`src/rtl/i2r_pkg.sv`:
```
`timescale 1ns / 1ps
// ----------------------------------------------------------------------------
// i2r_pkg: shared types and tables for the integer to Roman numeral converter
// Decimal step thresholds, numeral letters per digit position, queue entry
// and controller state types.
// ----------------------------------------------------------------------------
package i2r_pkg;

	localparam int ValueW  = 12;
	localparam int SymbolW = 8;
	localparam int DigitW  = 4;
	localparam int NumDigits = 4;
	localparam int ThreshW = 14;

	localparam logic [ValueW-1:0] TopValue = 12'd3999;

	// Index of the digit slot: 0 thousands, 1 hundreds, 2 tens, 3 ones
	typedef logic [1:0] pos_t;
	typedef logic [DigitW-1:0] digit_t;

	localparam pos_t PosThousands = 2'd0;
	localparam pos_t PosTens      = 2'd2;
	localparam pos_t PosOnes      = 2'd3;

	localparam logic [SymbolW-1:0] SymNone = 8'd0;

	// k times the weight of the thousands, hundreds and tens steps, k = 0..9
	localparam logic [ThreshW-1:0] THRESH [0:2][0:9] = '{
		'{14'd0, 14'd1000, 14'd2000, 14'd3000, 14'd4000,
		  14'd5000, 14'd6000, 14'd7000, 14'd8000, 14'd9000},
		'{14'd0, 14'd100, 14'd200, 14'd300, 14'd400,
		  14'd500, 14'd600, 14'd700, 14'd800, 14'd900},
		'{14'd0, 14'd10, 14'd20, 14'd30, 14'd40,
		  14'd50, 14'd60, 14'd70, 14'd80, 14'd90}
	};

	// Unit, five and ten letters for each digit position
	localparam logic [SymbolW-1:0] ONE_CH  [0:3] = '{8'h4D, 8'h43, 8'h58, 8'h49};
	localparam logic [SymbolW-1:0] FIVE_CH [0:3] = '{8'h00, 8'h44, 8'h4C, 8'h56};
	localparam logic [SymbolW-1:0] TEN_CH  [0:3] = '{8'h00, 8'h4D, 8'h43, 8'h58};

	typedef struct packed {
		logic                           invalid;
		logic [NumDigits-1:0][DigitW-1:0] digits;
	} entry_t;

	typedef enum logic [1:0] {
		F_IDLE,
		F_SPLIT,
		F_PUSH
	} front_state_t;

	typedef enum logic {
		B_IDLE,
		B_RUN
	} back_state_t;

	// Number of letters a decimal digit takes
	function automatic logic [2:0] run_len(input digit_t d);
		logic [2:0] n;
		unique case (d)
			4'd0: n = 3'd0;
			4'd1, 4'd5: n = 3'd1;
			4'd2, 4'd4, 4'd6, 4'd9: n = 3'd2;
			4'd3, 4'd7: n = 3'd3;
			4'd8: n = 3'd4;
			default: n = 3'd0;
		endcase
		return n;
	endfunction

	// Letter j of digit d at position p
	function automatic logic [SymbolW-1:0] glyph(input pos_t p, input digit_t d,
		input logic [1:0] j);
		logic [SymbolW-1:0] ch;
		unique case (d)
			4'd1, 4'd2, 4'd3: ch = ONE_CH[p];
			4'd4: ch = (j == 2'd0) ? ONE_CH[p] : FIVE_CH[p];
			4'd5: ch = FIVE_CH[p];
			4'd6, 4'd7, 4'd8: ch = (j == 2'd0) ? FIVE_CH[p] : ONE_CH[p];
			4'd9: ch = (j == 2'd0) ? ONE_CH[p] : TEN_CH[p];
			default: ch = SymNone;
		endcase
		return ch;
	endfunction

endpackage

```
`src/rtl/i2r_if.sv`:
```
`timescale 1ns / 1ps
// ----------------------------------------------------------------------------
// i2r_if: channel interfaces of the Roman numeral converter
// Value channel in, character channel out; valid/ready handshake.
// ----------------------------------------------------------------------------
interface i2r_value_if;
	import i2r_pkg::*;

	logic              valid;
	logic              ready;
	logic [ValueW-1:0] value;

	modport source(output valid, output value, input ready);
	modport sink(input valid, input value, output ready);
endinterface

interface i2r_char_if;
	import i2r_pkg::*;

	logic               valid;
	logic               ready;
	logic [SymbolW-1:0] symbol;
	logic               last;
	logic               invalid;

	modport source(output valid, output symbol, output last, output invalid, input ready);
	modport sink(input valid, input symbol, input last, input invalid, output ready);
endinterface

```
`src/rtl/i2r_front.sv`:
```
`timescale 1ns / 1ps
// ----------------------------------------------------------------------------
// i2r_front: input stage of the Roman numeral converter
// Range-checks each value, splits one in range into decimal digits, one
// digit a cycle with tens and ones together, then hands the entry to the queue.
// ----------------------------------------------------------------------------
module i2r_front (
	input  logic            clk,
	input  logic            arst_n,
	i2r_value_if.sink       num,
	output logic            push,
	output i2r_pkg::entry_t push_entry,
	input  logic            full
);
	import i2r_pkg::*;

	front_state_t      state_q, state_d;
	logic [ValueW-1:0] rem_q;
	logic [1:0]        step_q;
	entry_t            entry_q;

	logic              take;
	logic              bad_c;
	digit_t            digit_c;
	logic [ThreshW-1:0] rem_ext;
	logic [ThreshW-1:0] rem_next;

	assign take  = num.valid && num.ready;
	assign bad_c = (num.value == '0) || (num.value > TopValue);

	// Find the digit of the current step: largest k with k*weight <= remainder
	always_comb begin
		rem_ext = {{(ThreshW-ValueW){1'b0}}, rem_q};
		digit_c = '0;
		for (int k = 1; k < 10; k++) begin
			if (rem_ext >= THRESH[step_q][k]) begin
				digit_c = DigitW'(k);
			end
		end
		rem_next = rem_ext - THRESH[step_q][digit_c];
	end

	// Hold state
	always_ff @(posedge clk or negedge arst_n) begin
		if (!arst_n) begin
			state_q <= F_IDLE;
		end else begin
			state_q <= state_d;
		end
	end

	// Next state and handshake outputs
	always_comb begin
		state_d    = state_q;
		num.ready  = 1'b0;
		push       = 1'b0;
		push_entry = entry_q;
		unique case (state_q)
			F_IDLE: begin
				num.ready = 1'b1;
				if (num.valid) begin
					state_d = bad_c ? F_PUSH : F_SPLIT;
				end
			end
			F_SPLIT: begin
				if (step_q == PosTens) begin
					state_d = F_PUSH;
				end
			end
			F_PUSH: begin
				if (!full) begin
					push    = 1'b1;
					state_d = F_IDLE;
				end
			end
			default: state_d = F_IDLE;
		endcase
	end

	// Load the value, then peel off one digit a cycle
	always_ff @(posedge clk or negedge arst_n) begin
		if (!arst_n) begin
			step_q <= PosThousands;
		end else if (take) begin
			step_q <= PosThousands;
		end else if (state_q == F_SPLIT) begin
			step_q <= step_q + 2'd1;
		end
	end

	always_ff @(posedge clk) begin
		if (take) begin
			rem_q           <= num.value;
			entry_q.invalid <= bad_c;
			entry_q.digits  <= '0;
		end else if (state_q == F_SPLIT) begin
			rem_q                  <= rem_next[ValueW-1:0];
			entry_q.digits[step_q] <= digit_c;
			if (step_q == PosTens) begin
				entry_q.digits[PosOnes] <= rem_next[DigitW-1:0];
			end
		end
	end

endmodule

```
`src/rtl/i2r_queue.sv`:
```
`timescale 1ns / 1ps
// ----------------------------------------------------------------------------
// i2r_queue: two-entry queue between the front and back stages
// Holds split values so that digit extraction runs ahead of emission.
// ----------------------------------------------------------------------------
module i2r_queue (
	input  logic            clk,
	input  logic            arst_n,
	input  logic            push,
	input  i2r_pkg::entry_t push_entry,
	output logic            full,
	input  logic            pop,
	output i2r_pkg::entry_t pop_entry,
	output logic            empty
);
	import i2r_pkg::*;

	entry_t     slot_q [0:1];
	logic       wr_q;
	logic       rd_q;
	logic [1:0] count_q;

	assign full      = (count_q == 2'd2);
	assign empty     = (count_q == 2'd0);
	assign pop_entry = slot_q[rd_q];

	// Advance pointers and fill count
	always_ff @(posedge clk or negedge arst_n) begin
		if (!arst_n) begin
			wr_q    <= 1'b0;
			rd_q    <= 1'b0;
			count_q <= 2'd0;
		end else begin
			if (push) begin
				wr_q <= ~wr_q;
			end
			if (pop) begin
				rd_q <= ~rd_q;
			end
			unique case ({push, pop})
				2'b10:   count_q <= count_q + 2'd1;
				2'b01:   count_q <= count_q - 2'd1;
				default: count_q <= count_q;
			endcase
		end
	end

	// Store entries
	always_ff @(posedge clk) begin
		if (push) begin
			slot_q[wr_q] <= push_entry;
		end
	end

endmodule

```
`src/rtl/i2r_back.sv`:
```
`timescale 1ns / 1ps
// ----------------------------------------------------------------------------
// i2r_back: emission stage of the Roman numeral converter
// Walks the nonzero digits of a queued entry and emits one numeral letter
// per cycle into an output register while the output is not stalled.
// ----------------------------------------------------------------------------
module i2r_back (
	input  logic            clk,
	input  logic            arst_n,
	output logic            pop,
	input  i2r_pkg::entry_t pop_entry,
	input  logic            empty,
	i2r_char_if.source      chars
);
	import i2r_pkg::*;

	back_state_t  state_q, state_d;
	entry_t       cur_q;
	pos_t         pos_q;
	logic [1:0]   idx_q;

	logic               out_valid_q;
	logic [SymbolW-1:0] out_symbol_q;
	logic               out_last_q;
	logic               out_invalid_q;

	logic               adv;
	digit_t             dig_c;
	logic               more_c;
	pos_t               next_pos_c;
	pos_t               first_pos_c;
	logic               digit_end_c;
	logic               last_c;
	logic [SymbolW-1:0] sym_c;

	assign adv = !out_valid_q || chars.ready;

	// First nonzero digit of the incoming entry
	always_comb begin
		first_pos_c = PosOnes;
		for (int p = NumDigits - 1; p >= 0; p--) begin
			if (pop_entry.digits[p] != '0) begin
				first_pos_c = pos_t'(p);
			end
		end
	end

	// Next nonzero digit after the current one, and the letter to emit now
	always_comb begin
		dig_c      = cur_q.digits[pos_q];
		more_c     = 1'b0;
		next_pos_c = pos_q;
		for (int p = NumDigits - 1; p >= 0; p--) begin
			if ((pos_t'(p) > pos_q) && (cur_q.digits[p] != '0)) begin
				more_c     = 1'b1;
				next_pos_c = pos_t'(p);
			end
		end
		digit_end_c = ({1'b0, idx_q} == run_len(dig_c) - 3'd1);
		last_c      = cur_q.invalid || (digit_end_c && !more_c);
		sym_c       = cur_q.invalid ? SymNone : glyph(pos_q, dig_c, idx_q);
	end

	// Hold state
	always_ff @(posedge clk or negedge arst_n) begin
		if (!arst_n) begin
			state_q <= B_IDLE;
		end else begin
			state_q <= state_d;
		end
	end

	// Next state and queue pop
	always_comb begin
		state_d = state_q;
		pop     = 1'b0;
		unique case (state_q)
			B_IDLE: begin
				if (!empty) begin
					pop     = 1'b1;
					state_d = B_RUN;
				end
			end
			B_RUN: begin
				if (adv && last_c) begin
					state_d = B_IDLE;
				end
			end
			default: state_d = B_IDLE;
		endcase
	end

	// Load an entry and step through its letters
	always_ff @(posedge clk) begin
		if (pop) begin
			cur_q <= pop_entry;
			pos_q <= first_pos_c;
			idx_q <= 2'd0;
		end else if (state_q == B_RUN && adv) begin
			if (digit_end_c) begin
				pos_q <= next_pos_c;
				idx_q <= 2'd0;
			end else begin
				idx_q <= idx_q + 2'd1;
			end
		end
	end

	// Output register: fill on advance, drop when taken
	always_ff @(posedge clk or negedge arst_n) begin
		if (!arst_n) begin
			out_valid_q <= 1'b0;
		end else if (state_q == B_RUN && adv) begin
			out_valid_q <= 1'b1;
		end else if (chars.ready) begin
			out_valid_q <= 1'b0;
		end
	end

	always_ff @(posedge clk) begin
		if (state_q == B_RUN && adv) begin
			out_symbol_q  <= sym_c;
			out_last_q    <= last_c;
			out_invalid_q <= cur_q.invalid;
		end
	end

	assign chars.valid   = out_valid_q;
	assign chars.symbol  = out_symbol_q;
	assign chars.last    = out_last_q;
	assign chars.invalid = out_invalid_q;

endmodule

```
`src/rtl/integer_to_roman_numeral.sv`:
```
`timescale 1ns / 1ps
// ----------------------------------------------------------------------------
// integer_to_roman_numeral: binary value to Roman numeral character stream
//
//   channel | dir | fields                      | transaction
//   num     | in  | value[11:0]                 | one number to convert
//   chars   | out | symbol[7:0], last, invalid  | one numeral letter
//
// The front accepts a value, takes three compare steps and hands it off;
// a value out of range skips the compare steps. The back loads an entry,
// then emits one letter per cycle while the output is not stalled. The
// slower of the two sides sets the rate at which values pass through.
// A value of 0 or above 3999 yields one letter 0 with last and invalid set.
// Output stalls hold the back; the two-entry queue lets the front run ahead.
// Reset clears all control state; no clearing pass is needed.
// ----------------------------------------------------------------------------
module integer_to_roman_numeral (
	input  logic       clk,
	input  logic       arst_n,
	i2r_value_if.sink  num,
	i2r_char_if.source chars
);
	import i2r_pkg::*;

	logic   push;
	logic   pop;
	logic   full;
	logic   empty;
	entry_t push_entry;
	entry_t pop_entry;

	// Range check and digit split
	i2r_front u_front (
		.clk        (clk),
		.arst_n     (arst_n),
		.num        (num),
		.push       (push),
		.push_entry (push_entry),
		.full       (full)
	);

	// Decouple split from emission
	i2r_queue u_queue (
		.clk        (clk),
		.arst_n     (arst_n),
		.push       (push),
		.push_entry (push_entry),
		.full       (full),
		.pop        (pop),
		.pop_entry  (pop_entry),
		.empty      (empty)
	);

	// Letter emission
	i2r_back u_back (
		.clk       (clk),
		.arst_n    (arst_n),
		.pop       (pop),
		.pop_entry (pop_entry),
		.empty     (empty),
		.chars     (chars)
	);

endmodule

```
`src/flat_wrapper.sv`:
```
// flat-port wrapper written by rule: the top's interface ports become plain ports
module integer_to_roman_numeral_flat import i2r_pkg::*;
  (clk, arst_n, num_valid, num_value, num_ready, chars_valid, chars_symbol, chars_last, chars_invalid, chars_ready);
  i2r_value_if num_i ();
  i2r_char_if chars_i ();
  input  logic clk;
  input  logic arst_n;
  input wire logic [$bits(num_i.valid)-1:0] num_valid;
  input wire logic [$bits(num_i.value)-1:0] num_value;
  output wire logic [$bits(num_i.ready)-1:0] num_ready;
  output wire logic [$bits(chars_i.valid)-1:0] chars_valid;
  output wire logic [$bits(chars_i.symbol)-1:0] chars_symbol;
  output wire logic [$bits(chars_i.last)-1:0] chars_last;
  output wire logic [$bits(chars_i.invalid)-1:0] chars_invalid;
  input wire logic [$bits(chars_i.ready)-1:0] chars_ready;
  assign num_i.valid = num_valid;
  assign num_i.value = num_value;
  assign num_ready = num_i.ready;
  assign chars_valid = chars_i.valid;
  assign chars_symbol = chars_i.symbol;
  assign chars_last = chars_i.last;
  assign chars_invalid = chars_i.invalid;
  assign chars_i.ready = chars_ready;
  integer_to_roman_numeral u_core (.clk(clk), .arst_n(arst_n), .num(num_i), .chars(chars_i));
endmodule
```
`config.mk`:
```
export PLATFORM = sky130hd
export DESIGN_NAME = integer_to_roman_numeral_flat
export DESIGN_NICKNAME = d
export VERILOG_FILES = /design/src/rtl/i2r_pkg.sv /design/src/rtl/i2r_if.sv /design/src/rtl/i2r_front.sv /design/src/rtl/i2r_queue.sv /design/src/rtl/i2r_back.sv /design/src/rtl/integer_to_roman_numeral.sv /design/src/flat_wrapper.sv
export SDC_FILE = /design/constraint.sdc
export NUM_CORES = 1
export LEC_CHECK = 0
export BUFFER_PORTS_ARGS = -buffer_cell sky130_fd_sc_hd__buf_4
export CAP_MARGIN = 10
export CORE_ASPECT_RATIO = 0.9
export CORE_UTILIZATION = 50
export DETAILED_ROUTE_END_ITERATION = 8
export PLACE_DENSITY = 0.67
export SYNTH_ARGS = -nofsm -noshare
export SYNTH_HDL_FRONTEND = slang
export SYNTH_SLANG_ARGS = --single-unit
```
`constraint.sdc`:
```
create_clock -name clk -period 9.15 [get_ports clk]
set_clock_uncertainty 0.1 [all_clocks]
set_input_delay 2.2875 -clock clk [delete_from_list [all_inputs] [get_ports clk]]
set_output_delay 2.2875 -clock clk [all_outputs]
set_load 0.02 [all_outputs]
```
# Word level (Yosys, flattened, before mapping)
# Memories as Yosys holds them, arrays and structs flattened.
# Cells that the tools add are included.
dict set report word_totals {
  reg_bits 70
  mem_bits_rw 34
  romBits 48
  input_bits 16
  out_inout_bits 12
  wordCells 181
  n_memories 2
}
dict set report op_classes {
  add_sub_neg 6
  n_lt_le_gt_ge 20
  n_eq_ne 19
  muxes 70
  n_bitwise 6
  n_reduce_logical 35
}
# memory words word_bits read_ports rd_ports_with_merged_regs write_ports line
set memory_table {}
lappend memory_table {{(no name shown)} 16 3 1 0 0 i2r_pkg.sv:61} ;# unique case (d)
lappend memory_table {u_core.u_queue.slot_q 2 17 1 0 1 i2r_queue.sv:18} ;# entry_t slot_q [0:1];
# operator count
set op_table {}
lappend op_table {{$bmux 140 s2} 1}
lappend op_table {{$mux 140} 2}
lappend op_table {{$ge 12x14->1} 9}
lappend op_table {{$mux 8} 9}
lappend op_table {{$bmux 14 s4} 1}
lappend op_table {{$bmux 8 s2} 3}
lappend op_table {{$mux 12} 4}
lappend op_table {{$pmux 8 s5} 1}
lappend op_table {{$mux 2} 18}
lappend op_table {{$mux 4} 9}
lappend op_table {{$reduce_bool 4->1} 7}
lappend op_table {{$bwmux 16} 1}
lappend op_table {{$eq 4x3->1 const B} 4}
lappend op_table {{$mux 1} 16}
lappend op_table {{$gt 12x12->1 const B} 1}
lappend op_table {{$logic_not 12->1} 1}
lappend op_table {{$sub 12x12->12} 1}
lappend op_table {{$reduce_bool 2->1} 5}
lappend op_table {{$logic_and 1x1->1} 9}
lappend op_table {{$bmux 4 s2} 1}
lappend op_table {{$demux 4 s2} 1}
lappend op_table {{$eq 2x2->1 const B} 4}
lappend op_table {{$eq 4x2->1 const B} 2}
lappend op_table {{$eq 4x4->1 const B} 2}
lappend op_table {{26 further kinds} 44}

# Logic depth before layout (Yosys ltp)
dict set report depth {
  depth_word 21
  mapped_depth 27
  ltp_nobuf 23
}

# Hierarchy
# Synthesis repeated with hierarchy kept, for this count alone.
dict set report unflattened {
  cells_unflattened 637
  hier_area_um2 6656.4
}
# mod instances cells_each area_per_inst_um2 seq_area_each_um2
set by_module_without_submodules {}
lappend by_module_without_submodules {i2r_front 1 422 3417.0 810.8}
lappend by_module_without_submodules {i2r_back 1 146 1778.0 900.9}
lappend by_module_without_submodules {i2r_queue 1 69 1461.4 1121.1}

# Worst setup path before layout
# No wires, ideal clock.
dict set report synth_timing {
  path_type {register to register}
  startpoint {register u_core.u_front.step_q[1]}
  endpoint {register u_core.u_front.rem_q[11] (data pin)}
  setup_ns 0.255
  t_arrival_ns 5.997
  t_required_ns 8.795
  slack_ns 2.798
  path_stages_with_launch 27
  path_buffers 4
  synth_period_minus_slack_ns 6.352
  path_cell_list {dfrtp_1 -> inv_1 -> ha_1 -> clkbuf_1 -> clkbuf_1 -> clkinv_1 -> ha_1 -> buf_4 -> nand2_1 -> or4b_1 -> o211ai_2 -> nand3b_1 -> a21oi_2 -> buf_4 -> mux2i_1 -> nor2_1 -> a31oi_1 -> ha_1 -> o21a_1 -> o21a_1 -> o21a_1 -> o21a_1 -> o21a_1 -> o41ai_1 -> o21ai_0 -> a211oi_1 -> and3b_1}
}
dict set report synth_between {
  elab_chain_cells 21
  word_cells_on_any_way 29
  cone_classes {1 x add/sub; 9 x order compare; 17 x mux; 2 x bitwise}
}
# element line
set synth_lines {}
lappend synth_lines {{start: declaration} i2r_front.sv:19} ;# logic [1:0] step_q;
lappend synth_lines {{start signal: assignment} i2r_front.sv:83} ;# step_q <= PosThousands;
lappend synth_lines {{start signal: assignment} i2r_front.sv:85} ;# step_q <= PosThousands;
lappend synth_lines {{start signal: assignment} i2r_front.sv:87} ;# step_q <= step_q + 2'd1;
lappend synth_lines {{$not 2->3 (not written as such) (*)} {i2r_front.sv:36, i2r_front.sv:40}}
lappend synth_lines {{$bmux 140 s2 (*)} {i2r_front.sv:36, i2r_front.sv:40}}
lappend synth_lines {{$mux 140 (not written as such) (*) (2 in a row)} i2r_front.sv:36} ;# if (rem_ext >= THRESH[step_q][k]) begin
lappend synth_lines {{$ge 12x14->1} i2r_front.sv:36}
lappend synth_lines {{$mux 1} i2r_front.sv:36}
lappend synth_lines {{$mux 2 (2 in a row)} i2r_front.sv:36}
lappend synth_lines {{$mux 4 (6 in a row)} i2r_front.sv:36}
lappend synth_lines {{$not 4->5 (not written as such)} i2r_front.sv:40} ;# rem_next = rem_ext - THRESH[step_q][digit_c];
lappend synth_lines {{$bmux 14 s4 (*)} i2r_front.sv:40}
lappend synth_lines {{$mux 12 (not written as such) (*) (2 in a row)} i2r_front.sv:40}
lappend synth_lines {{$sub 12x12->12 (*)} i2r_front.sv:40}
lappend synth_lines {{$mux 12 (*)} i2r_front.sv:96} ;# end else if (state_q == F_SPLIT) begin
lappend synth_lines {{$mux 12 (*)} i2r_front.sv:92} ;# if (take) begin
lappend synth_lines {{end signal: assignment} i2r_front.sv:93} ;# rem_q <= num.value;
lappend synth_lines {{end signal: assignment} i2r_front.sv:97} ;# rem_q <= rem_next[ValueW-1:0];
lappend synth_lines {{end: declaration} i2r_front.sv:18} ;# logic [ValueW-1:0] rem_q;
# Mark *: on every way between the ends. The rest lies on a longest branch, timed or not. The select of a mux whose other input is x is not followed.
# A chain may end at the register's enable or synchronous reset.

# Worst setup path after layout
# Ends and elaborated chain as after synthesis.

==> metrics <==
crit path time final between 7 and 8 ns; ys async rst share 0.09804; vias per cell just over 6; worst hold slack 0.3631 ns; Slowest cell on crit path a21oi_2; htree depth 3; antenna viol nets, final 0; Synth cell types 73; RSZ-0062 raised after global routing no; CTS sink count slightly above 100; Buf+Inv Stages, Crit Path 2; top cells by area, synth edfxtp_1 34%, ha_1 11%, dfxtp_1 5.5%, a21oi_1 4.1%, dfrtp_1 3.9%; count leader, synth edfxtp_1; Placer Congestion a little under 1; Synth Area in Adders 0.1059; antenna violations before repair 0; layout overhead on the synthesized area 9.149%; Place WS roughly 1.8 ns; clock buffer depth 2; Setup Buffers After CTS 0; ant diodes 0; CP max FO 18; sequential fraction of the synthesis area 0.4361; Worst-Skew Late Latency 0.35 ns; Yosys top cell area share 0.3421; largest family of logic cells by synthesized area compound AO/OA/AOI/OAI gates; Worst Path Required 9.16 ns; CTS tree yes; largest net degree at the start of global routing 27; crit path launch type flop; crit end category flop; fillers roughly 1200; Slew Limit Headroom 0.2524; routed vias 5127; DRC viols 0; Starting Density 0.5120; simple-gate share of the synthesized area 0.1385; Seq cells post-synth around 100; number of I/O port buffers 25; post-route setup slack about 1.6 ns; Synth warnings 0; worst slew pin tran around 1.1 ns; Final #Nets 737; hold buffers post-CTS 0; crit-path leading delay family compound AO/OA/AOI/OAI gates; Synth Area in XOR/XNOR 0.01618; Num CTS Buffers 9; post-DR wirelength/cell 18.56 µm; CORE AREA ~13000 µm²; clk root buf clkbuf_16; # IOs 28; HPWL Detailed 11790 µm; setup TNS 0 ns; Synth top cells by count 74 x edfxtp_1, 62 x nor2_1, 55 x ha_1, 53 x a21oi_1, 49 x nand2_1; post-cts gate resize count 0; Post-Syn Area 6496 µm²; fmax between 100 and 150 MHz; Cell Chain, Critical Path inv_1, ha_1, clkinv_1, ha_1, nand2_1, or4b_1, o211ai_2, nand3b_1, a21oi_2, nand2_1, o31ai_1, a221oi_1, ha_1, o21a_1, o21a_1, o21a_1, o21a_1, o41ai_1, o21ai_0, a211oi_1, and3b_1; Synth Area in Compound Gates 0.2042; Period Utilization, post-route 0.8211; Site Rows 39; vias in the first global route about 4800; register area between 2000 and 3000 µm²; global route overflow 0; Final Setup Violations 0; status complete, no violations; top_reg_cell synth edfxtp_1; crit-path most repeated cell o21a_1; layout cells sized above 1 0.1237; Die ar. roughly 13000 µm²; hold crit path type reg -> reg; GRT Total Usage 0.2431; max-slew violations 0; EDFF count, synth 74; first-pass GRT wire length 24740 µm; die width ~120 µm; Worst Path Arrival approximately 7.5 ns; Layout Cells excl Fill around 840; cells after synthesis 651; die span in y between 100 and 150 µm; area occupied by multi-input gates between 3000 and 4000 µm²; DRT iter0 DRCs about 560; multiplexer area fraction after synthesis 0.05913; Yosys top cell by area edfxtp_1; Routed WL around 16000 µm; WS Path Type reg -> reg; Mean Syn Cell Area around 10 µm²; DR pass1 iterations 6; max-cap viol count 0; Post-Place Cells between 800 and 900; worst stage delay on the critical path about 0.65 ns; Final Hold Vio Count 0; CTS clk-pin slew, worst paths about 0.070 ns
## sequential cells by signal, summed over array words and instances (netlist names), named ones only
| register | flops |
|---|---|
| u_core.u_queue.slot_q | 34 |
| u_core.u_back.cur_q | 17 |
| u_core.u_front.push_entry | 17 |
| u_core.u_front.rem_q | 11 |
| u_core.u_back.chars.symbol | 6 |
| u_core.u_back.idx_q | 2 |
| u_core.u_back.pos_q | 2 |
| u_core.u_front.state_q | 2 |
| u_core.u_front.step_q | 2 |
| u_core.u_queue.count_q | 2 |
| u_core.u_back.chars.invalid | 1 |
| u_core.u_back.chars.last | 1 |
| u_core.u_back.chars.valid | 1 |
| u_core.u_back.state_q | 1 |
| u_core.u_queue.rd_q | 1 |
| u_core.u_queue.wr_q | 1 |
## worst register-to-register path: stages, from the launching register on
cell and delay, ns:
dfrtp_1 0.60, inv_1 0.27, ha_1 0.57, clkinv_1 0.61, ha_1 0.64, nand2_1 0.13, or4b_1 0.54, o211ai_2 0.30
nand3b_1 0.14, a21oi_2 0.65, nand2_1 0.28, o31ai_1 0.29, a221oi_1 0.14, ha_1 0.34, o21a_1 0.12, o21a_1 0.18
o21a_1 0.19, o21a_1 0.18, o41ai_1 0.38, o21ai_0 0.20, a211oi_1 0.23, and3b_1 0.21
## cell families after synthesis
family / count (synthesis)
AND/OR/NAND/NOR: 191
flip-flops: 102
multiplexers: 31
buffers and inverters: 61
AO/OA/AOI/OAI: 198
XOR/XNOR: 12
adder cells (fa/ha/maj): 55
other: 1
## layout make-up
class,instances,share of cell area
multi-input cells,489,0.4814
flip-flops and latches,102,0.3995
clock buffers,9,0.03176
repair buffers,29,0.03070
well taps,164,0.02894
inverters,35,0.01853
clock inverters,7,0.009176
## layer usage
| metal | vias up | global-route usage | part of all wire | routed length, µm |
|---|---|---|---|---|
| met2 | 156 | 0.3656 | 0.44 | 6771 |
| li1 | 2500 | - | - | - |
| met5 | - | 0 | 0 | 0 |
| met1 | 2445 | 0.3420 | 0.48 | 7456 |
| met4 | 0 | 0.08798 | 0.024 | 365 |
| met3 | 26 | 0.05607 | 0.058 | 906 |
## through the flow
| stage | area, µm² | util |
|---|---|---|
| final | 7091 | 0.5589 |
| after floorplan | 6500 | - |
| after CTS | 7091 | 0.5589 |
| after global routing | 7091 | 0.5589 |
| after global placement | 6800 | 0.5360 |
| after detailed placement | 6800 | 0.5360 |
## placed cells by master, fill, tap and decap left out, types with 13 or more instances in the layout
| cell | netlist | routed |
|---|---|---|
| mux2_2 | 19 | 19 |
| edfxtp_1 | 74 | 74 |
| dfxtp_1 | 18 | 18 |
| nand2_1 | 49 | 49 |
| buf_4 | 4 | 29 |
| nor2_1 | 62 | 61 |
| a211oi_1 | 13 | 13 |
| nand3_1 | 13 | 13 |
| a21oi_1 | 53 | 53 |
| inv_1 | 29 | 29 |
| ha_1 | 55 | 55 |
| o21ai_0 | 31 | 31 |
| nor3_1 | 16 | 16 |
## final timing paths
check,startpoint,to,slack [ns],cells past startpoint
hold / removal,u_core.u_front.push_entry[12]$_SDFFE_PP0P_,u_core.u_queue.slot_q[0][12]$_DFFE_PP_,0.36,0
setup reg to reg,u_core.u_front.step_q[1]$_DFFE_PN0P_,u_core.u_front.rem_q[11]$_DFFE_PP_,1.64,21
setup / recovery,u_core.u_front.step_q[1]$_DFFE_PN0P_,u_core.u_front.rem_q[11]$_DFFE_PP_,1.64,21
min in group asynchronous,arst_n,u_core.u_queue.count_q[1]$_DFFE_PN0P_,1.67,1
max in group asynchronous,arst_n,u_core.u_queue.wr_q$_DFFE_PN0P_,7.13,1
hold reg to reg,u_core.u_front.push_entry[12]$_SDFFE_PP0P_,u_core.u_queue.slot_q[0][12]$_DFFE_PP_,0.36,0
Power is left out: the tool's default activity adds up to more than one toggle a clock period on the data nets, which glitch-free logic cannot reach.
